File: src/hw/rtl/spbg_pkg.sv
`default_nettype none

package spbg_pkg;

  localparam int unsigned TICK_W    = 10;
  localparam int unsigned FRAME_W   = 16;
  localparam int unsigned PERIODS_W = 10;
  localparam int unsigned ELAPSED_W = 17;
  localparam int unsigned HIGH_W    = 12;
  localparam int unsigned ANGLE_W   = 8;
  localparam int unsigned CFG_IDX_W = 2;

  localparam logic [CFG_IDX_W-1:0] CFG_TICK_US       = 2'd0;
  localparam logic [CFG_IDX_W-1:0] CFG_FRAME_US      = 2'd1;
  localparam logic [CFG_IDX_W-1:0] CFG_BURST_PERIODS = 2'd2;

  localparam logic [TICK_W-1:0]    TICK_US_RESET       = 10'd100;
  localparam logic [FRAME_W-1:0]   FRAME_US_RESET      = 16'd20000;
  localparam logic [PERIODS_W-1:0] BURST_PERIODS_RESET = 10'd40;
  localparam logic [HIGH_W-1:0]    HIGH_US_RESET       = 12'd1500;
  localparam logic [FRAME_W-1:0]   LOW_US_RESET        = 16'd18500;

  localparam logic [ANGLE_W-1:0]   ANGLE_MAX   = 8'd180;
  localparam logic [HIGH_W-1:0]    HIGH_BASE   = 12'd500;
  // 100/9 in 16-bit fixed point, rounded up so truncation matches exactly
  localparam int unsigned          SCALE_W     = 28;
  localparam logic [SCALE_W-1:0]   SCALE_MULT  = 28'd728178;
  localparam int unsigned          SCALE_SHIFT = 16;

  localparam logic [ELAPSED_W-1:0] ELAPSED_MAX = '1;
  localparam logic [PERIODS_W-1:0] PULSES_MAX  = '1;

endpackage

`default_nettype wire

File: src/hw/rtl/spbg_pulse_calc.sv
`default_nettype none

module spbg_pulse_calc (
  input  wire logic [spbg_pkg::ANGLE_W-1:0] angle,
  input  wire logic [spbg_pkg::FRAME_W-1:0] frame_us,
  output logic      [spbg_pkg::HIGH_W-1:0]  high_us,
  output logic      [spbg_pkg::FRAME_W-1:0] low_us
);

  logic [spbg_pkg::ANGLE_W-1:0] deg;
  logic [spbg_pkg::SCALE_W-1:0] scaled;
  logic [spbg_pkg::FRAME_W-1:0] high_wide;

  always_comb begin
    deg = (angle > spbg_pkg::ANGLE_MAX) ? spbg_pkg::ANGLE_MAX : angle;
    scaled = {{(spbg_pkg::SCALE_W-spbg_pkg::ANGLE_W){1'b0}}, deg} * spbg_pkg::SCALE_MULT;
    high_us = spbg_pkg::HIGH_BASE
            + scaled[spbg_pkg::SCALE_SHIFT +: spbg_pkg::HIGH_W];
    high_wide = {{(spbg_pkg::FRAME_W-spbg_pkg::HIGH_W){1'b0}}, high_us};
    low_us = (frame_us > high_wide) ? (frame_us - high_wide) : '0;
  end

endmodule

`default_nettype wire

File: src/hw/rtl/servo_pulse_burst_gen.sv
`default_nettype none

// Servo pulse burst generator.
// Input channel (in_valid/in_stall): one word per event; action = 1 sets a
// new angle and starts a burst with the pin high, action = 0 is one timer
// tick of tick_us microseconds. Output channel (out_valid/out_stall): one
// word per input word, giving the pin level and running flag after it.
// Config channel (cfg_valid/cfg_ready): cfg_ready is always high; index 0
// tick_us, 1 frame_us, 2 burst_periods, index 3 is ignored. Write only while
// the block is idle.
// An accepted word passes through the input register and then the result
// register. Throughput: one word per cycle while the receiver does not stall;
// the input register and the result register form a two-stage pipe, and all
// per-word math is one clamp, one constant multiply, adds, a subtract and compares.
// Receiver stall: the result holds, the input register fills, then in_stall
// rises; nothing is dropped.
// Reset: config returns to 100 us / 20000 us / 40 pulses, the burst is
// stopped, the pin is low and both pipe stages are empty.
module servo_pulse_burst_gen (
  input  wire logic                               clk,
  input  wire logic                               rst,
  input  wire logic                               in_valid,
  output logic                                    in_stall,
  input  wire logic                               action,
  input  wire logic [spbg_pkg::ANGLE_W-1:0]       angle,
  output logic                                    out_valid,
  input  wire logic                               out_stall,
  output logic                                    pin_level,
  output logic                                    running,
  input  wire logic                               cfg_valid,
  output logic                                    cfg_ready,
  input  wire logic [spbg_pkg::CFG_IDX_W-1:0]     cfg_index,
  input  wire logic [spbg_pkg::FRAME_W-1:0]       cfg_data
);

  logic [spbg_pkg::TICK_W-1:0]    tick_us;
  logic [spbg_pkg::FRAME_W-1:0]   frame_us;
  logic [spbg_pkg::PERIODS_W-1:0] burst_periods;

  logic                           in_full;
  logic                           in_action;
  logic [spbg_pkg::ANGLE_W-1:0]   in_angle;

  logic [spbg_pkg::ELAPSED_W-1:0] elapsed_us;
  logic                           in_high_phase;
  logic [spbg_pkg::PERIODS_W-1:0] pulses_sent;
  logic [spbg_pkg::HIGH_W-1:0]    pulse_high_us;
  logic [spbg_pkg::FRAME_W-1:0]   pulse_low_us;
  logic                           active;
  logic                           pin_out;

  logic [spbg_pkg::ELAPSED_W-1:0] elapsed_us_next;
  logic                           in_high_phase_next;
  logic [spbg_pkg::PERIODS_W-1:0] pulses_sent_next;
  logic [spbg_pkg::HIGH_W-1:0]    pulse_high_us_next;
  logic [spbg_pkg::FRAME_W-1:0]   pulse_low_us_next;
  logic                           active_next;
  logic                           pin_out_next;

  logic                           advance;
  logic                           in_accept;
  logic                           step;
  logic [spbg_pkg::HIGH_W-1:0]    calc_high;
  logic [spbg_pkg::FRAME_W-1:0]   calc_low;
  logic [spbg_pkg::ELAPSED_W:0]   sum;
  logic [spbg_pkg::ELAPSED_W-1:0] sat;

  assign cfg_ready = 1'b1;
  assign advance   = !out_valid || !out_stall;
  assign in_stall  = in_full && !advance;
  assign in_accept = in_valid && !in_stall;
  assign step      = in_full && advance;
  assign pin_level = pin_out;
  assign running   = active;

  spbg_pulse_calc u_calc (
    .angle    (in_angle),
    .frame_us (frame_us),
    .high_us  (calc_high),
    .low_us   (calc_low)
  );

  always_comb begin
    elapsed_us_next    = elapsed_us;
    in_high_phase_next = in_high_phase;
    pulses_sent_next   = pulses_sent;
    pulse_high_us_next = pulse_high_us;
    pulse_low_us_next  = pulse_low_us;
    active_next        = active;
    pin_out_next       = pin_out;
    sum = {1'b0, elapsed_us}
        + {{(spbg_pkg::ELAPSED_W+1-spbg_pkg::TICK_W){1'b0}}, tick_us};
    sat = sum[spbg_pkg::ELAPSED_W] ? spbg_pkg::ELAPSED_MAX
                                   : sum[spbg_pkg::ELAPSED_W-1:0];
    if (in_action) begin
      pulse_high_us_next = calc_high;
      pulse_low_us_next  = calc_low;
      elapsed_us_next    = '0;
      in_high_phase_next = 1'b1;
      pulses_sent_next   = '0;
      active_next        = 1'b1;
      pin_out_next       = 1'b1;
    end else if (active) begin
      elapsed_us_next = sat;
      if (in_high_phase) begin
        if (sat >= {{(spbg_pkg::ELAPSED_W-spbg_pkg::HIGH_W){1'b0}}, pulse_high_us}) begin
          if (pulses_sent != spbg_pkg::PULSES_MAX) begin
            pulses_sent_next = pulses_sent + 1'b1;
          end
          pin_out_next       = 1'b0;
          in_high_phase_next = 1'b0;
          elapsed_us_next    = '0;
        end
      end else begin
        if (sat >= {{(spbg_pkg::ELAPSED_W-spbg_pkg::FRAME_W){1'b0}}, pulse_low_us}) begin
          pin_out_next       = 1'b1;
          in_high_phase_next = 1'b1;
          elapsed_us_next    = '0;
        end
      end
      if (pulses_sent_next >= burst_periods) begin
        active_next  = 1'b0;
        pin_out_next = 1'b0;
      end
    end
  end

  always_ff @(posedge clk) begin
    if (rst) begin
      tick_us       <= spbg_pkg::TICK_US_RESET;
      frame_us      <= spbg_pkg::FRAME_US_RESET;
      burst_periods <= spbg_pkg::BURST_PERIODS_RESET;
    end else if (cfg_valid && cfg_ready) begin
      case (cfg_index)
        spbg_pkg::CFG_TICK_US:       tick_us       <= cfg_data[spbg_pkg::TICK_W-1:0];
        spbg_pkg::CFG_FRAME_US:      frame_us      <= cfg_data;
        spbg_pkg::CFG_BURST_PERIODS: burst_periods <= cfg_data[spbg_pkg::PERIODS_W-1:0];
        default: ;
      endcase
    end
  end

  always_ff @(posedge clk) begin
    if (in_accept) begin
      in_action <= action;
      in_angle  <= angle;
    end
  end

  always_ff @(posedge clk) begin
    if (rst) begin
      in_full       <= 1'b0;
      out_valid     <= 1'b0;
      elapsed_us    <= '0;
      in_high_phase <= 1'b0;
      pulses_sent   <= '0;
      pulse_high_us <= spbg_pkg::HIGH_US_RESET;
      pulse_low_us  <= spbg_pkg::LOW_US_RESET;
      active        <= 1'b0;
      pin_out       <= 1'b0;
    end else begin
      in_full <= in_accept || (in_full && !advance);
      if (advance) begin
        out_valid <= in_full;
      end
      if (step) begin
        elapsed_us    <= elapsed_us_next;
        in_high_phase <= in_high_phase_next;
        pulses_sent   <= pulses_sent_next;
        pulse_high_us <= pulse_high_us_next;
        pulse_low_us  <= pulse_low_us_next;
        active        <= active_next;
        pin_out       <= pin_out_next;
      end
    end
  end

  // a stopped burst always leaves the pin low
  assert property (@(posedge clk) disable iff (rst) !active |-> !pin_out)
    else $error("pin high while stopped");

  // while running the pin follows the phase
  assert property (@(posedge clk) disable iff (rst) active |-> (pin_out == in_high_phase))
    else $error("pin and phase disagree");

  // a new result only appears after a word sat in the input register
  assert property (@(posedge clk) disable iff (rst) $rose(out_valid) |-> $past(in_full))
    else $error("result without input word");

endmodule

`default_nettype wire
File: config.mk
export PLATFORM = sky130hd
export DESIGN_NAME = servo_pulse_burst_gen
export DESIGN_NICKNAME = d
export VERILOG_FILES = /design/src/hw/rtl/spbg_pkg.sv /design/src/hw/rtl/spbg_pulse_calc.sv /design/src/hw/rtl/servo_pulse_burst_gen.sv
export SDC_FILE = /design/constraint.sdc
export NUM_CORES = 1
export LEC_CHECK = 0
export ABC_AREA = 1
export BUFFER_PORTS_ARGS = -buffer_cell sky130_fd_sc_hd__buf_2
export CAP_MARGIN = 40
export CORE_MARGIN = 1.5
export CORE_UTILIZATION = 60
export CTS_BUF_LIST = sky130_fd_sc_hd__clkbuf_4 sky130_fd_sc_hd__clkbuf_8 sky130_fd_sc_hd__clkbuf_16
export DETAILED_ROUTE_END_ITERATION = 10
export GPL_TIMING_DRIVEN = 0
export HOLD_SLACK_MARGIN = 0.15
export PLACE_DENSITY = 0.78
export SYNTH_ARGS = -nofsm -noshare
export SYNTH_HDL_FRONTEND = slang
export SYNTH_SLANG_ARGS = --single-unit
File: constraint.sdc
create_clock -name clk -period 12.2 [get_ports clk]
set_clock_uncertainty 0.15 [all_clocks]
set_input_delay 1.22 -clock clk [delete_from_list [all_inputs] [get_ports clk]]
set_output_delay 1.22 -clock clk [all_outputs]
set_load 0.02 [all_outputs]
==> impl_metrics.ini, run 1 <==
[clocking]
path_clk_slew_ps = 80
clock_path_buffers = 2
htree_num_levels = 3
cts_tree = yes
cts_setup_buffers = 0
cts_resized = 0
hold_buffers = 0
cts-root-buf = clkbuf_16
cts_sinks = 105
clk-insertion-delay-late_ps = 360
numCtsBuffers = 9

[placed_design]
port_buffers = 34
place_hpwl_um = 17800
post-place-ws_ps = 5040
dpl.cell_count = 1498
gp_congestion = 0.926

[die]
die_x_um = 126
design.core.area_mm2 = 0.0146
die_area_mm2 = 0.0158
ios = 37
start_util = 0.617
row_count = 44
dieHeight_um = 126

[setup_path]
r2r_start = in_angle[6]$_DFFE_PP_
worst-r2r-cell-count = 41
start_kind = flop
critPathRequiredTime_ps = 12280
r2r_setup_slack_ps = 4950
path_max_fanout = 9
path_class = reg2reg
cp_common_cell = nand2_1
max_stage_delay_ps = 560
cp.arrival_ps = 7330
critPathSlowestCell = fa_1
endpoint_kind = flop
r2r-end = pulse_low_us[15]$_SDFFE_PP0P_

[sta]
worstMarginPinSlew_ps = 915
fin_ws_ps = 4950
min_period_ps = 7250
report.final.slew_viol_count = 0
tns_ps = 0
timing.final.crit_share = 0.594
fmax_ghz = 0.138
max_slew_margin = 0.385
setup_viol = 0
finalHoldViolCount = 0
rsz0062_at_grt = no

[global_routing]
grt_util_all_layers = 0.289
grt_pass1_wl_um = 36800
antenna_found_initial = 0
grt_pass1_vias = 7807
grt_overflow = 0
grt_max_degree = 19

[synthesis]
yosys.area_share.simple = 0.258
synth-seq-cells = 105
post_synth_xor_area_fraction = 0.0339
synth-adder-area-share = 0.214
yosys.area.top_type_share = 0.213
netlist_area_mm2 = 0.00901
synth_cell_types = 55
synth-compound-area-share = 0.143
muxShareOfSynthArea = 0
synth_cells = 1278
ys_top_cells_by_area = dfxtp_1 (21%), ha_1 (16%), nand2_1 (11%)
avgSynthCellArea_um2 = 7.05
synth_edf_count = 9
synth_top_family_by_area = simple AND/OR/NAND/NOR gates
async_reset_ff_frac = 0
synth_area_leader_cell = dfxtp_1
synthFlopType = dfxtp_1
seq_area_frac_synth = 0.243
syn_nets = 1450
yosys_warnings = 0

[final_layout]
synthToLayoutAreaGrowth_pct = 7.88
layout.cells.most_common = nand2_1
nets = 1497
multi_input_comb_area_mm2 = 0.00585
fillers = 1307
num_antenna_cells = 0
seqCellArea_mm2 = 0.00219
stdcell_count = 1514
final_cell_mix = nand2_1 (264), inv_1 (213), ha_1 (116)
drive_gt1_frac = 0.0827

[worst_hold_path]
worst_hold_path.endpoint = pulse_low_us[5]$_SDFFE_PP0P_
hold_depth = 2
worstHoldStart = pulse_low_us[5]$_SDFFE_PP0P_
hp-class = reg2reg

[pwr]
power_mw = 1.91
pwr_density_cell_mw_per_mm2 = 197
peakVddDrop_mv = 0.130
leakagePower_nw = 4.84

[drt]
routed_via_density = 5.49
drc_errors = 0
drt_wl_total_um = 22100
first_iter_violations = 559
wl_per_cell_um = 14.6
ant_nets = 0
drt_first_pass_iters = 5
dr_total_vias = 8316

[run_status]
status = finished clean

[job]
cap_violations = 0
worst max-delay path, delay by kind of cell (launching register included):
| family | cells | cell delay [ps] |
|---|---|---|
| compound gates | 3 | 600 |
| xor+xnor | 1 | 280 |
| fa+ha+maj | 6 | 2470 |
| buf+inv | 9 | 840 |
| flops | 1 | 430 |
| simple gates | 22 | 2350 |
final cells by class:
type,count,area share
multi-input combinational,922,0.602
sequential,105,0.226
inverter,220,0.0852
tap,184,0.0237
clock buffer,9,0.0232
timing repair buffer,36,0.0185
buffer,31,0.0140
clock inverter,7,0.00760
cells in the mapped netlist (all sizes together), types with 12 or more instances:
| master | n |
|---|---|
| a21oi | 109 |
| clkbuf | 27 |
| nor3 | 15 |
| nand3 | 93 |
| nand4 | 12 |
| nor2 | 101 |
| dfxtp | 96 |
| o21ai | 71 |
| ha | 116 |
| o211ai | 12 |
| nand2 | 280 |
| inv | 218 |
| xor2 | 25 |
| fa | 24 |
state kept, by name (all words and copies together), names as in the netlist:
| register | flops |
|---|---|
| out_valid | 1 |
| burst_periods | 10 |
| in_full | 1 |
| in_action | 1 |
| pulses_sent | 10 |
| in_angle | 8 |
| pulse_low_us | 16 |
| elapsed_us | 17 |
| in_high_phase | 1 |
| running | 1 |
| tick_us | 10 |
| frame_us | 16 |
| pulse_high_us | 12 |
| pin_level | 1 |
worst max path at each step:
stage | cells past startpoint | startpoint | slack [ps] | end
detailed placement | 41 | in_angle[6]$_DFFE_PP_ | 5040 | pulse_low_us[15]$_SDFFE_PP0P_
finish | 41 | in_angle[6]$_DFFE_PP_ | 4950 | pulse_low_us[15]$_SDFFE_PP0P_
global route | 48 | elapsed_us[3]$_SDFFE_PP0P_ | 4330 | pin_level$_SDFFE_PP0P_
global placement | 41 | in_angle[6]$_DFFE_PP_ | 5120 | pulse_low_us[15]$_SDFFE_PP0P_
CTS | 41 | in_angle[6]$_DFFE_PP_ | 5020 | pulse_low_us[5]$_SDFFE_PP0P_
floorplan | 41 | in_angle[6]$_DFFE_PP_ | 6070 | pulse_low_us[15]$_SDFFE_PP0P_
routing by layer:
layer	vias up	global-route usage	part of all wire
li1	4251	-	-
met1	3824	0.395	0.46
met2	209	0.467	0.46
met3	32	0.0578	0.060
met4	0	0.0782	0.020
met5	-	0	0
per-stage QoR:
| step | util | area (µm²) | hold WS [ps] |
|---|---|---|---|
| CTS | 0.666 | 9720 | 316 |
| finish | 0.666 | 9720 | 317 |
| global placement | 0.645 | 9410 | 300 |
| global route | 0.666 | 9720 | 336 |
| detailed placement | 0.646 | 9420 | 305 |
| floorplan | - | 9010 | 285 |
cell families after synthesis:
kind of cell,Yosys count
simple gates,520
fa+ha+maj,140
xor+xnor,34
other cells,2
buf+inv,251
compound gates,226
flops,105
power breakdown:
| part | internal [mW] | leakage [nW] | switching [mW] |
|---|---|---|---|
| Combinational | 0.430 | 3.82 | 0.793 |
| Sequential | 0.372 | 0.870 | 0.0134 |
| Clock | 0.161 | 0.152 | 0.141 |
Power figures use the tool's default switching activity.
==> run 2: changes to the inputs <==
==> constraint.sdc (replaced) <==
create_clock -name clk -period 7.5 [get_ports clk]
set_clock_uncertainty 0.15 [all_clocks]
set_input_delay 0.75 -clock clk [delete_from_list [all_inputs] [get_ports clk]]
set_output_delay 0.75 -clock clk [all_outputs]
set_load 0.02 [all_outputs]
==> run 2 against run 1 <==
Critical path depth is the same. Maximum frequency grew 4.1%. Sequential share of layout area shrank 0.10 points. Clock-buffer cell count is the same. Cell count grew 0.13%. Clock power grew 64%. Hold slack gained 1.2 ps. Power grew 64%. Critical path type unchanged. Routed wire length grew 0.47%. Worst setup slack lost 4400 ps. Sequential cell count is the same. Non-clock buffer count grew 2.
==> impl_metrics.ini, run 2 (synthesis gave the netlist of run 1 again) <==
[clocking]
clock_path_buffers = 2
clk-insertion-delay-late_ps = 360
numCtsBuffers = 9
path_clk_slew_ps = 70
hold_buffers = 0
cts-root-buf = clkbuf_16
cts_sinks = 105
cts_tree = yes
htree_num_levels = 3

[placed_design]
post-place-ws_ps = 343
place_hpwl_um = 17800
gp_congestion = 0.926
port_buffers = 34

[die]
dieHeight_um = 126
start_util = 0.617
design.core.area_mm2 = 0.0146
die_x_um = 126
row_count = 44
ios = 37
die_area_mm2 = 0.0158

[final_layout]
layout.cells.most_common = nand2_1
synthToLayoutAreaGrowth_pct = 8.36
nets = 1499
top_regs = elapsed_us x17, frame_us x16, pulse_low_us x16
drive_gt1_frac = 0.0901
largest-register = elapsed_us
fillers = 1302
largest_reg_flops = 17
fin_util = 0.669
num_antenna_cells = 0
final_cell_mix = nand2_1 (263), inv_1 (212), ha_1 (116)

[worst_hold_path]
hold_depth = 2
worst_hold_path.endpoint = pulse_low_us[5]$_SDFFE_PP0P_
hp-class = reg2reg
worstHoldStart = pulse_low_us[5]$_SDFFE_PP0P_

[drt]
wl_per_cell_um = 14.7
drt_first_pass_iters = 5
drt_wl_total_um = 22200
first_iter_violations = 572
dr_total_vias = 8315
drc_errors = 0
routed_via_density = 5.48
ant_nets = 0

[setup_path]
endpoint_kind = flop
r2r-end = pulse_low_us[12]$_SDFFE_PP0P_
start_kind = flop
max_stage_delay_ps = 530
r2r_start = in_angle[6]$_DFFE_PP_
worst-r2r-cell-count = 41
path_class = reg2reg
cp_common_cell = nand2_1
critPathSlowestCell = fa_1
cp.arrival_ps = 7040
path_max_fanout = 6
r2r_setup_slack_ps = 540
critPathRequiredTime_ps = 7580

[job]
cap_violations = 0

[run_status]
status = finished clean

[sta]
tns_ps = 0
fmax_ghz = 0.144
report.final.slew_viol_count = 0
setup_viol = 0
fin_ws_ps = 538
min_period_ps = 6960
worstMarginPinSlew_ps = 853
finalHoldViolCount = 0
timing.final.crit_share = 0.928
rsz0062_at_grt = yes
max_slew_margin = 0.427

[pwr]
peakVddDrop_mv = 0.229
leakagePower_nw = 4.86
pwr_density_cell_mw_per_mm2 = 322

[global_routing]
antenna_found_initial = 0
grt_pass1_vias = 7807
grt_util_all_layers = 0.289
grt_overflow = 0
grt_max_degree = 19
grt_pass1_wl_um = 36800
run 2: changes by cell type in the layout (fill, tap and decap cells not counted), moves of 2 or more:
cell / before / now
nor2_1: 91 / 89
o21ai_0: 61 / 59
a21oi_2: 3 / 5
buf_4: 1 / 3
a21oi_1: 106 / 104
run 2: worst max path at each step:
| stage | start | to | slack [ps] |
|---|---|---|---|
| 3_5_place_dp | in_angle[6]$_DFFE_PP_ | pulse_low_us[15]$_SDFFE_PP0P_ | 340 |
| 2_1_floorplan | in_angle[6]$_DFFE_PP_ | pulse_low_us[15]$_SDFFE_PP0P_ | 1370 |
| 3_3_place_gp | in_angle[6]$_DFFE_PP_ | pulse_low_us[15]$_SDFFE_PP0P_ | 420 |
| 6_report | in_angle[6]$_DFFE_PP_ | pulse_low_us[12]$_SDFFE_PP0P_ | 540 |
| 4_1_cts | in_angle[6]$_DFFE_PP_ | pulse_low_us[5]$_SDFFE_PP0P_ | 320 |
| 5_1_grt | elapsed_us[3]$_SDFFE_PP0P_ | pin_level$_SDFFE_PP0P_ | -30 |
run 2: layout make-up:
type | count | area (µm²) | area share
multi-input cells | 922 | 5880 | 0.602
flip-flops and latches | 105 | 2190 | 0.225
inverters | 220 | 828 | 0.0849
well taps | 184 | 230 | 0.0236
clock buffers | 9 | 225 | 0.0231
repair buffers | 38 | 195 | 0.0200
plain buffers | 31 | 136 | 0.0140
clock inverters | 7 | 73.8 | 0.00756
run 2: per-layer routing:
layer / global-route usage / part of all wire / vias up
li1: - / - / 4245
met1: 0.395 / 0.48 / 3838
met2: 0.467 / 0.45 / 196
met3: 0.0578 / 0.051 / 36
met4: 0.0782 / 0.019 / 0
met5: 0 / 0 / -
run 2: stage by stage:
step | hold WS [ps] | area (µm²) | power (mW) | cells
finish | 318 | 9760 | 3.14 | 1516
global route | 336 | 9760 | 3.43 | 1516
CTS | 316 | 9720 | 3.09 | 1514
detailed placement | 305 | 9420 | 2.60 | 1498
global placement | 300 | 9410 | 2.56 | 1496
floorplan | 285 | 9010 | 2.17 | 1278
run 2: what timing repair did:
action	CTS	global route
resized for setup	0	11
endpoints found under the setup margin	0	18
buffers inserted	0	2
hold endpoints to repair	0	0
run 2: worst max-delay path, delay by kind of cell (launching register included):
family / cells / cell delay [ps]
AND/OR/NAND/NOR: 26 / 2740
flip-flops: 1 / 430
adder cells (fa/ha/maj): 7 / 2730
AO/OA/AOI/OAI: 2 / 320
buffers and inverters: 6 / 450
run 2: power by group:
part | internal (mW) | switching (mW) | leakage, nW
combinational | 0.710 | 1.31 | 3.84
clock | 0.262 | 0.232 | 0.152
sequential | 0.606 | 0.0221 | 0.870
total | 1.58 | 1.56 | 4.86
==> run 3: changes to the inputs <==
--- a/config.mk
+++ b/config.mk
@@ -5,7 +5,7 @@
 export SDC_FILE = /design/constraint.sdc
 export NUM_CORES = 1
 export LEC_CHECK = 0
-export ABC_AREA = 1
+export ABC_AREA = 0
 export BUFFER_PORTS_ARGS = -buffer_cell sky130_fd_sc_hd__buf_2
 export CAP_MARGIN = 40
 export CORE_MARGIN = 1.5
==> run 3 against run 2 <==
The run now ends with setup timing left. Maximum frequency decreased by 7.4%. Largest power group unchanged. Largest cell class unchanged. Sequential share of layout area fell by 1.4 points. Routed wire length up 5.8%.
==> impl_metrics.ini, run 3 <==
[synthesis]
synth_cells = 1083
yosys-top-cells-count = nand2_1 (130), inv_1 (123), ha_1 (116), dfxtp_1 (96), nor2_1 (86)
synthFlopType = dfxtp_1
synth_cell_types = 81
seq_area_frac_synth = 0.248
yosys_warnings = 0
synth-seq-cells = 105
synth_area_leader_cell = dfxtp_1
syn_nets = 1255
ys_top_cells_by_area = dfxtp_1 (22%), ha_1 (16%), nand2_1 (5.5%)
avgSynthCellArea_um2 = 8.17
synth_edf_count = 9
yosysMostFrequentCell = nand2_1
netlist_area_mm2 = 0.00885
yosys.area.top_type_share = 0.217
async_reset_ff_frac = 0

[global_routing]
grt_pass1_vias = 7801
grt_pass1_wl_um = 37300
grt_overflow = 0
grt_max_degree = 21
antenna_found_initial = 0
grt_util_all_layers = 0.297

[final_layout]
num_antenna_cells = 0
nets = 1342
multi_input_comb_area_mm2 = 0.00655
design_area_mm2 = 0.0104
largest-register = elapsed_us
largest_reg_flops = 17
final_cell_mix = nand2_1 (127), inv_1 (116), ha_1 (101)
top_regs = elapsed_us x17, frame_us x16, pulse_low_us x16
seqCellArea_mm2 = 0.00219
synthToLayoutAreaGrowth_pct = 17.9
layout.cells.most_common = nand2_1
fillers = 1083
drive_gt1_frac = 0.186

[sta]
holdWs_ps = 299
fmax_ghz = 0.133
worstMarginPinSlew_ps = 775
max_slew_margin = 0.484
finalHoldViolCount = 0
min_period_ps = 7520
fin_ws_ps = -17.2
timing.final.crit_share = 1.00
report.final.slew_viol_count = 0
tns_ps = -76.6
rsz0062_at_grt = yes
setup_viol = 8

[setup_path]
r2r_start = in_angle[3]$_DFFE_PP_
path_max_fanout = 5
path_class = reg2reg
crit_start = in_angle[3]$_DFFE_PP_
critPathRequiredTime_ps = 7630
max_stage_delay_ps = 600
crit_end = pulse_low_us[10]$_SDFFE_PP0P_
r2r_setup_slack_ps = -20
worst-r2r-cell-count = 33
r2r-end = pulse_low_us[10]$_SDFFE_PP0P_
cp.arrival_ps = 7650
critPathSlowestCell = fa_2
start_kind = flop
endpoint_kind = flop

[clocking]
htree_num_levels = 3
cts_tree = yes
clk-insertion-delay-late_ps = 360
path_clk_slew_ps = 80
cts_sinks = 105
cts-root-buf = clkbuf_16
clock_path_buffers = 2
hold_buffers = 0
numCtsBuffers = 9

[placed_design]
dpl-instance-area_mm2 = 0.00927
port_buffers = 35
place_hpwl_um = 17000
gp_congestion = 0.941
post-place-ws_ps = -1030

[drt]
routed_via_density = 6.03
drt_first_pass_iters = 6
drc_errors = 0
dr_total_vias = 8198
ant_nets = 0
drt-met1-wl_um = 10400
first_iter_violations = 565
drt_wl_total_um = 23500
met3WireLength_um = 1580
wl_per_cell_um = 17.3
dr_wl_met2_um = 11000
routed.top_layer = met4

[pwr]
leakagePower_nw = 4.69
peakVddDrop_mv = 0.329
pwr_density_cell_mw_per_mm2 = 380

[run_status]
violations = setup timing
status = finished, violations left

[worst_hold_path]
hp-class = reg2reg
worstHoldStart = elapsed_us[2]$_SDFFE_PP0P_

[die]
ios = 37
row_count = 44
start_util = 0.611
die_x_um = 124
dieHeight_um = 124
design.core.area_mm2 = 0.0145
die_area_mm2 = 0.0155

[job]
cap_violations = 0
run 3: cells by family (layout without fill, tap and decap cells):
logic type / count (synthesis) / count (layout) / synth area share
AO/OA/AOI/OAI: 254 / 254 / 0.200
XOR/XNOR: 46 / 46 / 0.0486
adder cells (fa/ha/maj): 144 / 144 / 0.223
buffers and inverters: 162 / 254 / 0.0714
flip-flops: 105 / 105 / 0.248
multiplexers: 13 / 13 / 0.0154
other: 2 / 2 / 0.000849
AND/OR/NAND/NOR: 357 / 357 / 0.193
run 3: stage by stage:
| stage | total power [mW] | instances | util |
|---|---|---|---|
| finish | 3.96 | 1359 | 0.720 |
| global route | 4.23 | 1359 | 0.720 |
| CTS | 3.64 | 1344 | 0.696 |
| detailed placement | 2.93 | 1303 | 0.640 |
| global placement | 2.87 | 1302 | 0.640 |
| floorplan | 2.46 | 1083 | - |
run 3: power by group:
group | internal [mW] | switching [mW]
clock | 0.246 | 0.239
sequential | 0.608 | 0.0235
combinational | 1.23 | 1.62
run 3: how the worst min path moves through the flow:
stage                                            end  slack [ps]  depth (start not counted)
after floorplan           elapsed_us[2]$_SDFFE_PP0P_         270                          2
after global placement    elapsed_us[2]$_SDFFE_PP0P_         280                          2
after detailed placement  elapsed_us[2]$_SDFFE_PP0P_         290                          2
after CTS                 elapsed_us[2]$_SDFFE_PP0P_         300                          2
after global routing        frame_us[0]$_SDFFE_PP0P_         330                          2
final                     elapsed_us[2]$_SDFFE_PP0P_         300                          2
run 3: area by class of cell:
cell class / instances / share of cell area
plain buffers: 35 / 0.0156
clock buffers: 10 / 0.0229
clock inverters: 6 / 0.00648
inverters: 123 / 0.0443
multi-input cells: 816 / 0.628
flip-flops and latches: 105 / 0.210
well taps: 184 / 0.0221
repair buffers: 80 / 0.0504
run 3: critical path, delay by kind of cell (launching register included):
kind,cells,cell delay [ps]
xor+xnor,2,330
flops,1,440
compound gates,11,2240
buf+inv,6,590
fa+ha+maj,7,2530
simple gates,7,1160
run 3: what timing repair did:
action | 4_1_cts | 5_1_grt
resized for setup | 60 | 60
cloned | 1 | 0
pin swaps | 27 | 50
setup endpoints to repair | 18 | 18
buffers inserted | 28 | 16
run 3: per-layer routing:
layer | track usage | vias up
met4 | 0.0872 | 0
met3 | 0.0550 | 51
met5 | 0 | -
li1 | - | 3972
met2 | 0.490 | 285
met1 | 0.397 | 3890
